`src/des_block_encrypt_macros.svh`:
```
// Assertion macros shared by the DES encryption block.
// Included by every RTL file that carries concurrent assertions; no other dependencies.
`ifndef DES_BLOCK_ENCRYPT_MACROS_SVH
`define DES_BLOCK_ENCRYPT_MACROS_SVH
`ifndef ASSERT_OFF
// Checked only while the block is out of reset.
`define DES_ASSERT(label, clk, rst_n, prop) \
    label: assert property (@(posedge clk) disable iff (!rst_n) prop) \
        else $error("DES block assertion failed");
// Checked at every clock edge, reset included.
`define DES_ASSERT_ALWAYS(label, clk, prop) \
    label: assert property (@(posedge clk) prop) \
        else $error("DES block assertion failed");
`else
`define DES_ASSERT(label, clk, rst_n, prop)
`define DES_ASSERT_ALWAYS(label, clk, prop)
`endif
`endif

```
`src/des_pkg.sv`:
```
// Package for the DES encryption block: permutation tables, S-boxes and
// the bit-level functions for the key schedule and the Feistel round. No dependencies.
package des_pkg;

    localparam int BLOCK_BITS      = 64;
    localparam int HALF_BLOCK_BITS = 32;
    localparam int HALF_KEY_BITS   = 28;
    localparam int ROUND_KEY_BITS  = 48;
    localparam int ROUNDS          = 16;

    // Two halves of the block as they travel between round cells.
    typedef struct packed {
        logic [HALF_BLOCK_BITS-1:0] left;
        logic [HALF_BLOCK_BITS-1:0] right;
    } t_halves;

    typedef logic [ROUND_KEY_BITS-1:0] t_round_key;

    localparam logic [7:0] TAB_IP [64] = '{
        58,50,42,34,26,18,10,2, 60,52,44,36,28,20,12,4,
        62,54,46,38,30,22,14,6, 64,56,48,40,32,24,16,8,
        57,49,41,33,25,17,9,1,  59,51,43,35,27,19,11,3,
        61,53,45,37,29,21,13,5, 63,55,47,39,31,23,15,7 };

    localparam logic [7:0] TAB_FP [64] = '{
        40,8,48,16,56,24,64,32, 39,7,47,15,55,23,63,31,
        38,6,46,14,54,22,62,30, 37,5,45,13,53,21,61,29,
        36,4,44,12,52,20,60,28, 35,3,43,11,51,19,59,27,
        34,2,42,10,50,18,58,26, 33,1,41,9,49,17,57,25 };

    localparam logic [7:0] TAB_E [48] = '{
        32,1,2,3,4,5, 4,5,6,7,8,9, 8,9,10,11,12,13, 12,13,14,15,16,17,
        16,17,18,19,20,21, 20,21,22,23,24,25, 24,25,26,27,28,29, 28,29,30,31,32,1 };

    localparam logic [7:0] TAB_P [32] = '{
        16,7,20,21,29,12,28,17, 1,15,23,26,5,18,31,10,
        2,8,24,14,32,27,3,9,    19,13,30,6,22,11,4,25 };

    localparam logic [7:0] TAB_PC1 [56] = '{
        57,49,41,33,25,17,9,1,58,50,42,34,26,18,10,2,59,51,43,35,27,19,11,3,
        60,52,44,36,63,55,47,39,31,23,15,7,62,54,46,38,30,22,14,6,61,53,45,37,
        29,21,13,5,28,20,12,4 };

    localparam logic [7:0] TAB_PC2 [48] = '{
        14,17,11,24,1,5,3,28,15,6,21,10,23,19,12,4,26,8,16,7,27,20,13,2,
        41,52,31,37,47,55,30,40,51,45,33,48,44,49,39,56,34,53,46,42,50,36,29,32 };

    // Total left rotation of C and D reached at each round.
    localparam logic [4:0] KEY_SHIFT [ROUNDS] = '{
        1,2,4,6,8,10,12,14,15,17,19,21,23,25,27,28 };

    localparam logic [3:0] SBOX [8][64] = '{
        '{14,4,13,1,2,15,11,8,3,10,6,12,5,9,0,7, 0,15,7,4,14,2,13,1,10,6,12,11,9,5,3,8,
          4,1,14,8,13,6,2,11,15,12,9,7,3,10,5,0, 15,12,8,2,4,9,1,7,5,11,3,14,10,0,6,13},
        '{15,1,8,14,6,11,3,4,9,7,2,13,12,0,5,10, 3,13,4,7,15,2,8,14,12,0,1,10,6,9,11,5,
          0,14,7,11,10,4,13,1,5,8,12,6,9,3,2,15, 13,8,10,1,3,15,4,2,11,6,7,12,0,5,14,9},
        '{10,0,9,14,6,3,15,5,1,13,12,7,11,4,2,8, 13,7,0,9,3,4,6,10,2,8,5,14,12,11,15,1,
          13,6,4,9,8,15,3,0,11,1,2,12,5,10,14,7, 1,10,13,0,6,9,8,7,4,15,14,3,11,5,2,12},
        '{7,13,14,3,0,6,9,10,1,2,8,5,11,12,4,15, 13,8,11,5,6,15,0,3,4,7,2,12,1,10,14,9,
          10,6,9,0,12,11,7,13,15,1,3,14,5,2,8,4, 3,15,0,6,10,1,13,8,9,4,5,11,12,7,2,14},
        '{2,12,4,1,7,10,11,6,8,5,3,15,13,0,14,9, 14,11,2,12,4,7,13,1,5,0,15,10,3,9,8,6,
          4,2,1,11,10,13,7,8,15,9,12,5,6,3,0,14, 11,8,12,7,1,14,2,13,6,15,0,9,10,4,5,3},
        '{12,1,10,15,9,2,6,8,0,13,3,4,14,7,5,11, 10,15,4,2,7,12,9,5,6,1,13,14,0,11,3,8,
          9,14,15,5,2,8,12,3,7,0,4,10,1,13,11,6, 4,3,2,12,9,5,15,10,11,14,1,7,6,0,8,13},
        '{4,11,2,14,15,0,8,13,3,12,9,7,5,10,6,1, 13,0,11,7,4,9,1,10,14,3,5,12,2,15,8,6,
          1,4,11,13,12,3,7,14,10,15,6,8,0,5,9,2, 6,11,13,8,1,4,10,7,9,5,0,15,14,2,3,12},
        '{13,2,8,4,6,15,11,1,10,9,3,14,5,0,12,7, 1,15,13,8,10,3,7,4,12,5,6,11,0,14,9,2,
          7,11,4,1,9,12,14,2,0,6,10,13,15,3,5,8, 2,1,14,7,4,10,8,13,15,12,9,0,3,5,6,11} };

    // Initial permutation; table entries count bits from the MSB, starting at 1.
    function automatic logic [BLOCK_BITS-1:0] perm_ip(input logic [BLOCK_BITS-1:0] v);
        logic [BLOCK_BITS-1:0] r;
        for (int i = 0; i < BLOCK_BITS; i++) begin
            r[BLOCK_BITS-1-i] = v[BLOCK_BITS - int'(TAB_IP[i])];
        end
        return r;
    endfunction

    // Inverse initial permutation.
    function automatic logic [BLOCK_BITS-1:0] perm_fp(input logic [BLOCK_BITS-1:0] v);
        logic [BLOCK_BITS-1:0] r;
        for (int i = 0; i < BLOCK_BITS; i++) begin
            r[BLOCK_BITS-1-i] = v[BLOCK_BITS - int'(TAB_FP[i])];
        end
        return r;
    endfunction

    // Round function: expansion, key mix, S-boxes and the P permutation.
    function automatic logic [HALF_BLOCK_BITS-1:0] feistel(
        input logic [HALF_BLOCK_BITS-1:0] rh,
        input t_round_key                 k
    );
        logic [ROUND_KEY_BITS-1:0]  x;
        logic [5:0]                 six;
        logic [HALF_BLOCK_BITS-1:0] s;
        logic [HALF_BLOCK_BITS-1:0] r;
        for (int i = 0; i < ROUND_KEY_BITS; i++) begin
            x[ROUND_KEY_BITS-1-i] = rh[HALF_BLOCK_BITS - int'(TAB_E[i])];
        end
        x = x ^ k;
        for (int b = 0; b < 8; b++) begin
            six = x[ROUND_KEY_BITS-1-6*b -: 6];
            s[HALF_BLOCK_BITS-1-4*b -: 4] = SBOX[b][{six[5], six[0], six[4:1]}];
        end
        for (int i = 0; i < HALF_BLOCK_BITS; i++) begin
            r[HALF_BLOCK_BITS-1-i] = s[HALF_BLOCK_BITS - int'(TAB_P[i])];
        end
        return r;
    endfunction

    // Round key of a given round: PC-1, total rotation up to that round, PC-2.
    // For a constant round this is pure wiring of the key.
    function automatic t_round_key round_key(
        input logic [BLOCK_BITS-1:0] key,
        input logic [3:0]            rnd
    );
        logic [2*HALF_KEY_BITS-1:0] cd;
        logic [HALF_KEY_BITS-1:0]   c;
        logic [HALF_KEY_BITS-1:0]   d;
        logic [4:0]                 sh;
        t_round_key                 r;
        for (int i = 0; i < 2*HALF_KEY_BITS; i++) begin
            cd[2*HALF_KEY_BITS-1-i] = key[BLOCK_BITS - int'(TAB_PC1[i])];
        end
        sh = KEY_SHIFT[rnd];
        c  = cd[2*HALF_KEY_BITS-1:HALF_KEY_BITS];
        d  = cd[HALF_KEY_BITS-1:0];
        c  = (c << sh) | (c >> (5'(HALF_KEY_BITS) - sh));
        d  = (d << sh) | (d >> (5'(HALF_KEY_BITS) - sh));
        cd = {c, d};
        for (int i = 0; i < ROUND_KEY_BITS; i++) begin
            r[ROUND_KEY_BITS-1-i] = cd[2*HALF_KEY_BITS - int'(TAB_PC2[i])];
        end
        return r;
    endfunction

endpackage

```
`src/des_cell.sv`:
```
// One DES round cell: a registered pipeline stage that applies a single Feistel round.
// Depends on des_pkg and des_block_encrypt_macros.svh.
`include "des_block_encrypt_macros.svh"

module des_cell (
    input  logic               i_clk,
    input  logic               i_rst_n,
    input  logic               i_up_valid,
    output logic               o_up_ready,
    input  des_pkg::t_halves   i_up_data,
    input  des_pkg::t_round_key i_subkey,
    output logic               o_down_valid,
    input  logic               i_down_ready,
    output des_pkg::t_halves   o_down_data
);
    import des_pkg::*;

    logic    r_valid;
    t_halves r_data;
    t_halves n_data;
    logic    w_load;

    // The stage takes a new request when it is empty or its content moves on.
    assign o_up_ready = !r_valid || i_down_ready;
    assign w_load     = i_up_valid && o_up_ready;

    // Feistel round: the new left half is the old right half.
    always_comb begin
        n_data.left  = i_up_data.right;
        n_data.right = i_up_data.left ^ feistel(i_up_data.right, i_subkey);
    end

    // Occupancy of the stage.
    always_ff @(posedge i_clk) begin
        if (!i_rst_n) begin
            r_valid <= 1'b0;
        end else if (o_up_ready) begin
            r_valid <= i_up_valid;
        end
    end

    // Round data, loaded only with a request.
    always_ff @(posedge i_clk) begin
        if (w_load) begin
            r_data <= n_data;
        end
    end

    assign o_down_valid = r_valid;
    assign o_down_data  = r_data;

    `DES_ASSERT_ALWAYS(a_empty_after_reset, i_clk, !i_rst_n |=> !r_valid)
    `DES_ASSERT(a_hold_when_stalled, i_clk, i_rst_n,
        r_valid && !i_down_ready |=> r_valid && $stable(r_data))
    `DES_ASSERT(a_load_fills, i_clk, i_rst_n, w_load |=> r_valid)

endmodule

```
`config.mk`:
```
export PLATFORM = sky130hd
export DESIGN_NAME = des_cell
export DESIGN_NICKNAME = d
export VERILOG_FILES = /design/src/des_pkg.sv /design/src/des_cell.sv
export VERILOG_INCLUDE_DIRS = /design/src /design/src/src
export SDC_FILE = /design/constraint.sdc
export NUM_CORES = 1
export LEC_CHECK = 0
export BUFFER_PORTS_ARGS = -buffer_cell sky130_fd_sc_hd__clkbuf_2
export CORE_MARGIN = 4
export CORE_UTILIZATION = 57
export CTS_BUF_LIST = sky130_fd_sc_hd__clkbuf_2 sky130_fd_sc_hd__clkbuf_4 sky130_fd_sc_hd__clkbuf_8
export CTS_CLUSTER_SIZE = 28
export DETAILED_ROUTE_END_ITERATION = 10
export GPL_ROUTABILITY_DRIVEN = 0
export HOLD_SLACK_MARGIN = 0.12
export PLACE_DENSITY = 0.84
export SYNTH_ARGS = -nofsm -noshare
export SYNTH_HDL_FRONTEND = slang
export SYNTH_SLANG_ARGS = --single-unit
```
`constraint.sdc`:
```
create_clock -name i_clk -period 3.2 [get_ports i_clk]
set_input_delay 0.32 -clock i_clk [delete_from_list [all_inputs] [get_ports i_clk]]
set_output_delay 0.32 -clock i_clk [all_outputs]
set_load 0.02 [all_outputs]
```
### Yosys cells after proc, flatten, opt, wreduce, memory -nomap -nowiden

Memories as Yosys holds them, arrays and structs flattened.
Index checks and enable logic that the tools add are counted.

* bits in read-only memories: 2048
* logic and storage cells: 48
* register bits after elaboration: 65
* bits of input ports: 116
* memories kept: 8
* output and inout port bits: 66

Memory list
* (name not given): depth 64, bits a word 4, read ports 1, clocked after Yosys merged registers in 0, write ports 0, line des_pkg.sv:103 `s[HALF_BLOCK_BITS-1-4*b -: 4] = SBOX[b][{six[5], six[0], six[4:1]}];`
* (name not given): depth 64, bits a word 4, read ports 1, clocked after Yosys merged registers in 0, write ports 0, line des_pkg.sv:103
* (name not given): depth 64, bits a word 4, read ports 1, clocked after Yosys merged registers in 0, write ports 0, line des_pkg.sv:103
* (name not given): depth 64, bits a word 4, read ports 1, clocked after Yosys merged registers in 0, write ports 0, line des_pkg.sv:103
* (name not given): depth 64, bits a word 4, read ports 1, clocked after Yosys merged registers in 0, write ports 0, line des_pkg.sv:103
* (name not given): depth 64, bits a word 4, read ports 1, clocked after Yosys merged registers in 0, write ports 0, line des_pkg.sv:103
* 2 more memories

* reductions and logical operators: 3
* $lt $le $gt $ge: 8
* bitwise gates (word level): 10
* multiplexer cells: 16

Operator list (number)
* $mux W4: 16
* $ge A7 B7 Y1 const B: 8
* $not A6 Y7: 8
* $xor A48 B48 Y48: 1
* $xor A32 B32 Y32: 1
* $logic_and A1 B1 Y1: 1
* $logic_not A1 Y1: 1
* $logic_or A1 B1 Y1: 1

### Logic depth before layout (Yosys ltp)

Gate-level depths: netlist of run 1.

* depth in word-level cells: 6
* depth in mapped cells: 10

### Worst setup path after synthesis of run 1

No wires, ideal clock.

* path type: reg-to-reg
* start point: reg r_valid (netlist: o_down_valid)
* end point: reg r_data (netlist bit o_down_data[0]) (enable)
* clock period less this slack: 2588 ps
* stages on the path, launching flop included: 3
* data arrival time: 2160 ps
* library setup time: 429 ps
* slack: 612 ps
* cells stage by stage: dfxtp_1 > nand2b_1 > and2_1

* word-level cells in the longest chain between the ends: 3

RTL lines
* start: declaration: line des_cell.sv:18 `logic r_valid;`
* start signal: assignment: line des_cell.sv:38 `r_valid <= i_up_valid;`
* $logic_not A1 Y1: line des_cell.sv:24 `assign o_up_ready = !r_valid || i_down_ready;`
* $logic_or A1 B1 Y1: line des_cell.sv:24
* via o_up_ready: line des_cell.sv:9 `output logic o_up_ready,`
* $logic_and A1 B1 Y1: line des_cell.sv:25 `assign w_load = i_up_valid && o_up_ready;`
* via w_load: line des_cell.sv:21 `logic w_load;`
* end signal: assignment: line des_cell.sv:45 `r_data <= n_data;`
* end: declaration: line des_cell.sv:19 `t_halves r_data;`

The timed path passes the listed nets, and every way through them passes these cells.
A chain may end at the register's enable or synchronous reset.

==> impl_metrics.csv, run 1 <==
group,metric,value,unit
power,powerDensity,420,mW/mm^2
critical_path,cp_top_family,"multiplexers",
clock_tree,cts_buffer_depth,2,
sta,period_share,0.766,
critical_path,critPathRequiredTime,3300,ps
cells_and_area,nNetsFinal,1128,
drt,wire_per_inst,15.8,um
global_routing,grt_max_degree,29,
yosys,synth_edf_count,64,
yosys,synth_top_family_by_area,"compound AO/OA/AOI/OAI gates",
yosys,syn_inst,758,
critical_path,path_buf_inv,1,
status,status,"finished, final reports clean",
clock_tree,post-cts-setup-buffer-count,0,
yosys,yosysTopAreaCellShare,0.256,
yosys,synth_fa_ha_area_frac,0.105,
floorplanning,die_h,123,um
cells_and_area,multi_input_area,0.00525,sq mm
yosys,ys_warn_count,0,
yosys,syn_area_per_cell,9.89,sq um
power,p_leak,3.81,nW
cells_and_area,regArea,0.00194,sq mm
clock_tree,cts_resized,0,
place,port_buffers,181,
global_routing,antenna_found_initial,0,
drt,vias,6603,
sta,worst_pin_slew,849,ps
floorplanning,die_w,123,um
yosys,synth_compound_area_frac,0.180,
drt,dr.pass1.iters,5,
sta,setup_viol,0,
sta,setup_slack,748,ps
yosys,synth-simple-area-share,0.0923,
clock_tree,numCtsBuffers,9,
drt,drc_errors,0,
drt,avgViaCountPerCell,5.86,
yosys,synthMuxAreaShare,0.149,
critical_path,reg2reg_depth,3,
power,vdd_drop_max,241,uV
global_routing,grt_pass1_vias,6150,
floorplanning,die_area,0.0151,sq mm
global_routing,grt_first_pass_wirelength,28700,um
clock_tree,cts_root_buf,"clkbuf_8",
cells_and_area,insertedDiodeCount,0,
clock_tree,cts_num_sinks,65,
floorplanning,io_pins,182,
floorplanning,initial_core_util,0.587,
critical_path,path_depth,7,
clock_tree,clk_pin_slew,70,ps
clock_tree,h-tree-depth,3,
critical_path,timing.critical_path.to,"o_down_data[24]",
global_routing,grt_use_met1,0.304,
floorplanning,core_area,0.0128,sq mm
yosys,synth_xor_area_frac,0.175,
place,place_ws,420,ps
cells_and_area,final_cell_mix,"clkbuf_2 (181), nand2_1 (66), edfxtp_1 (64)",
critical_path,start_kind,"input pin",
sta,rsz0062_at_grt,"false",
cells_and_area,drive_above_1_share,0.314,
yosys,ys_ff_latch,65,
critical_path,cp_max_fo,14,
yosys,yosys.cell_types.count,61,
clock_tree,insertion_delay,360,ps
cells_and_area,n_fill_cell,980,
min_path,hp-class,"input pin to flop",
flow_run,maxCapViolations,0,
sta,finClkSkew,9.27,ps
yosys,synthFlopType,"edfxtp_1",
drt,drtIter0Drc,763,
yosys,ys_async_sr_fraction,0,
clock_tree,cts_hold_buf,0,
cells_and_area,syn_to_final_growth,18.9,%
global_routing,grt_util_all_layers,0.236,
critical_path,r2r_end,"o_down_data[11]",
critical_path,critPathMaxStageDelay,500,ps
sta,slew_headroom,0.431,
yosys,synth_area,0.00750,sq mm
yosys,yosys.area.top_type,"edfxtp_1",
sta,finalMaxSlewViolations,0,
critical_path,setup.worst_path.start,"i_up_data[12]",
drt,detail-route-antenna-nets,0,
yosys,synth_nets,936,
place,dp.final_hpwl,13800,um
critical_path,slowest_stage,"mux4_2",
critical_path,critPathCaptureType,"flop",
sta,finalHoldViolCount,0,
global_routing,top_usage_layer,"met2",
critical_path,crit_chain,"clkbuf_2, xor2_2, ha_1, mux4_2, mux2_2, a211oi_1, xnor2_1",
sta,fmax,0.408,GHz
floorplanning,row_count,41,
yosys,yosysSeqAreaShare,0.259,
critical_path,path_class,"input pin to flop",
sta,fin_crit,2450,ps
clock_tree,cts_tree,"yes",
critical_path,regToRegStartpoint,"o_down_valid",
sta,final.setup.tns,0,ps
cells_and_area,layout_commonest_cell,"clkbuf_2",
yosys,synthTopCellsByArea,"edfxtp_1 (26%), ha_1 (10%), mux4_2 (9.6%)",
global_routing,grt.overflow.total,0,
drt,wl,17900,um
global_routing,grtUsageMet2,0.394,
global_routing,use_met3,0.0406,
critical_path,r2r_slack,1430,ps
critical_path,arrival,2560,ps
## layout make-up
| class | instances | area share |
|---|---|---|
| repair buffers | 217 | 0.132 |
| clock buffers | 13 | 0.0194 |
| flip-flops and latches | 65 | 0.218 |
| inverters | 39 | 0.0164 |
| multi-input cells | 618 | 0.589 |
| well taps | 172 | 0.0241 |
| clock inverters | 3 | 0.00168 |
## routing by layer
metal	vias up	part of all wire
li1	3202	-
met1	3068	0.42
met2	289	0.49
met3	44	0.061
met4	0	0.030
met5	-	0
## state kept, by name, summed over array words and instances, names as in the netlist
| name | flops |
|---|---|
| o_down_data | 64 |
| o_down_valid | 1 |
## per-stage QoR
step / utilization / power (W) / cell area [sq um] / cells / hold slack, ps
global route: 0.698 / 0.00400 / 8920 / 1127 / 146
global placement: 0.684 / 0.00302 / 8730 / 1111 / 513
finish: 0.698 / 0.00375 / 8920 / 1127 / 169
floorplan: - / 0.00256 / 7500 / 758 / 419
CTS: 0.698 / 0.00376 / 8920 / 1127 / 145
detailed placement: 0.684 / 0.00307 / 8730 / 1111 / 528
## worst min-delay path by stage
stage	start	to	slack (ps)	cells past startpoint
2_1_floorplan	i_up_data[0]	o_down_data[32]	420	0
3_3_place_gp	o_down_valid	o_down_valid	510	2
3_5_place_dp	i_up_data[25]	o_down_data[57]	530	1
4_1_cts	i_up_data[1]	o_down_data[33]	140	1
5_1_grt	i_up_data[25]	o_down_data[57]	150	1
6_report	i_up_data[1]	o_down_data[33]	170	1
## where the power goes
group / leakage, nW / switching, W / internal, W
Sequential: 0.627 / 0.0000278 / 0.00108
Clock: 0.103 / 0.000326 / 0.000350
Combinational: 3.08 / 0.00111 / 0.000845
Total: 3.81 / 0.00147 / 0.00228
## cells in the mapped netlist (8+ instances only)
cell type / instances
nand2_1: 66
edfxtp_1: 64
ha_1: 62
xnor2_1: 59
nor2_1: 50
xor2_1: 43
mux2i_1: 37
inv_1: 34
a21oi_1: 33
mux4_2: 32
o211ai_1: 30
o21ai_0: 30
clkbuf_1: 20
a211oi_1: 18
nor3_1: 18
buf_2: 14
xor2_2: 13
a31oi_1: 12
xnor2_2: 11
nand3_1: 9
o2111ai_1: 8
o31ai_1: 8
## kinds of logic after synthesis
family / count (synthesis)
xor gates and xnor gates: 127
DFF: 65
muxes: 71
buffers and inverters: 75
and+or+nand+nor: 162
adders and majority gates: 63
AOI/OAI and AO/OA: 195
No activity file was read; power rests on OpenSTA's default activity.
==> run 2, diff against run 1 <==
CORE_UTILIZATION = 51   (was 57)
PLACE_DENSITY = 0.8   (was 0.84)
clock period = 2 ns   (was 3.2 ns; I/O delays follow)
==> run 2 against run 1 <==
  * Clock-buffer cell count shrank 2
  * Final cell count grew 17%
  * Die area grew 11%
  * Clock skew grew 1.3 ps
  * Register-to-register slack lost 800 ps
==> impl_metrics.csv, run 2 (synthesis gave the netlist of run 1 again) <==
group,metric,value,unit
drt,detail-route-antenna-nets,0,
place,dp.final_hpwl,16800,um
sta,finalHoldViolCount,0,
sta,slew_headroom,0.613,
critical_path,path_class,"input pin to flop",
sta,finalMaxSlewViolations,0,
critical_path,critPathRequiredTime,2110,ps
global_routing,grt_first_pass_wirelength,34600,um
cells_and_area,fin_cells,1315,
power,powerDensity,629,mW/mm^2
sta,setup_slack,116,ps
global_routing,grt_util_all_layers,0.255,
drt,dr.pass1.iters,5,
clock_tree,insertion_delay,360,ps
drt,drtIter0Drc,794,
global_routing,grt_max_degree,26,
cells_and_area,nNetsFinal,1304,
global_routing,grt_pass1_vias,7228,
drt,vias,7465,
flow_run,maxCapViolations,0,
place,placed_cells,1273,
drt,wl,21400,um
cells_and_area,n_fill_cell,1006,
cells_and_area,final_cell_mix,"buf_4 (183), clkbuf_2 (181), nand2_1 (66)",
cells_and_area,syn_to_final_growth,43.4,%
cells_and_area,multi_input_area,0.00562,sq mm
cells_and_area,insertedDiodeCount,0,
cells_and_area,drive_above_1_share,0.431,
critical_path,cp_max_fo,6,
cells_and_area,layout_commonest_cell,"buf_4",
clock_tree,numCtsBuffers,9,
sta,final.setup.tns,0,ps
sta,finClkSkew,10.6,ps
clock_tree,cts_num_sinks,65,
floorplanning,initial_core_util,0.518,
clock_tree,cts_buffer_depth,2,
critical_path,reg2reg_depth,3,
floorplanning,die_w,129,um
place,port_buffers,181,
power,vdd_drop_max,384,uV
min_path,hold_path_depth,2,
clock_tree,h-tree-depth,3,
place,place_ws,-309,ps
floorplanning,core_area,0.0145,sq mm
clock_tree,cts_tree,"yes",
floorplanning,die_area,0.0167,sq mm
critical_path,start_kind,"input pin",
sta,whs,134,ps
global_routing,antenna_found_initial,0,
power,p_leak,4.71,nW
min_path,hp-class,"input pin to flop",
sta,setup_viol,0,
sta,worst_pin_slew,578,ps
critical_path,critPathCaptureType,"flop",
floorplanning,io_pins,182,
status,status,"finished, final reports clean",
clock_tree,clk_pin_slew,90,ps
floorplanning,row_count,44,
critical_path,arrival,1990,ps
floorplanning,die_h,129,um
drt,wire_per_inst,16.3,um
global_routing,grt.overflow.total,0,
cells_and_area,regArea,0.00194,sq mm
cells_and_area,final_util,0.743,
drt,avgViaCountPerCell,5.68,
sta,fmax,0.531,GHz
drt,drc_errors,0,
cells_and_area,largest_register_ffs,64,
clock_tree,cts_root_buf,"clkbuf_8",
sta,period_share,0.942,
sta,fin_crit,1880,ps
==> run 2: cell types whose count changed in the layout (fill, tap and decap cells not counted), moves of 9 or more <==
cell / change
dlygate4sd3_1: +23
buf_4: +147
ha_4: +9
xor2_4: +10
ha_1: -12
xor2_1: -10
==> run 2: where the power goes <==
part | total [W] | switching [W] | internal, W
registers | 0.00178 | 0.0000454 | 0.00173
logic | 0.00389 | 0.00201 | 0.00188
clock network | 0.00109 | 0.000583 | 0.000512
==> run 2: metal layers <==
metal  up-vias  global-route usage  part of all wire
met1      3482               0.315              0.38
met3        47              0.0375             0.088
met5         -                   0                 0
met2       387               0.461              0.51
li1       3549                   -                 -
met4         0              0.0797             0.022
==> run 2: final cells by class <==
class                   instances  area share
repair buffers                393       0.245
clock inverters                 5     0.00279
clock buffers                  11      0.0141
well taps                     184      0.0214
multi-input cells             618       0.523
flip-flops and latches         65       0.181
inverters                      39      0.0137
==> run 2: path summary, 6_finish.rpt <==
path	to	from	slack [ps]
setup / recovery	o_down_data[11]	i_subkey[2]	120
hold reg to reg	o_down_data[42]	o_down_valid	910
setup reg to reg	o_down_data[54]	o_down_valid	630
hold / removal	o_down_data[29]	i_up_data[61]	130
==> run 2: per-stage QoR <==
stage,instance area (sq um),power [W]
floorplan,7910,0.00421
global placement,10300,0.00548
CTS,10700,0.00675
global route,10800,0.00720
detailed placement,10300,0.00561
finish,10800,0.00677
==> run 2: worst max-delay path, stage by stage <==
cell and delay [ps]:
clkbuf_2 120, xor2_4 210, buf_4 170, ha_4 270
nand2b_1 120, nand2_1 60, mux4_2 470, a211oi_2 280
xnor2_1 90
==> run 2: repair_timing <==
item                                   CTS  global route
hold buffers                            23             0
endpoints found under the hold margin   22             0
setup buffers                            0             3
setup endpoints to repair                0             2
resized for setup                        0             2
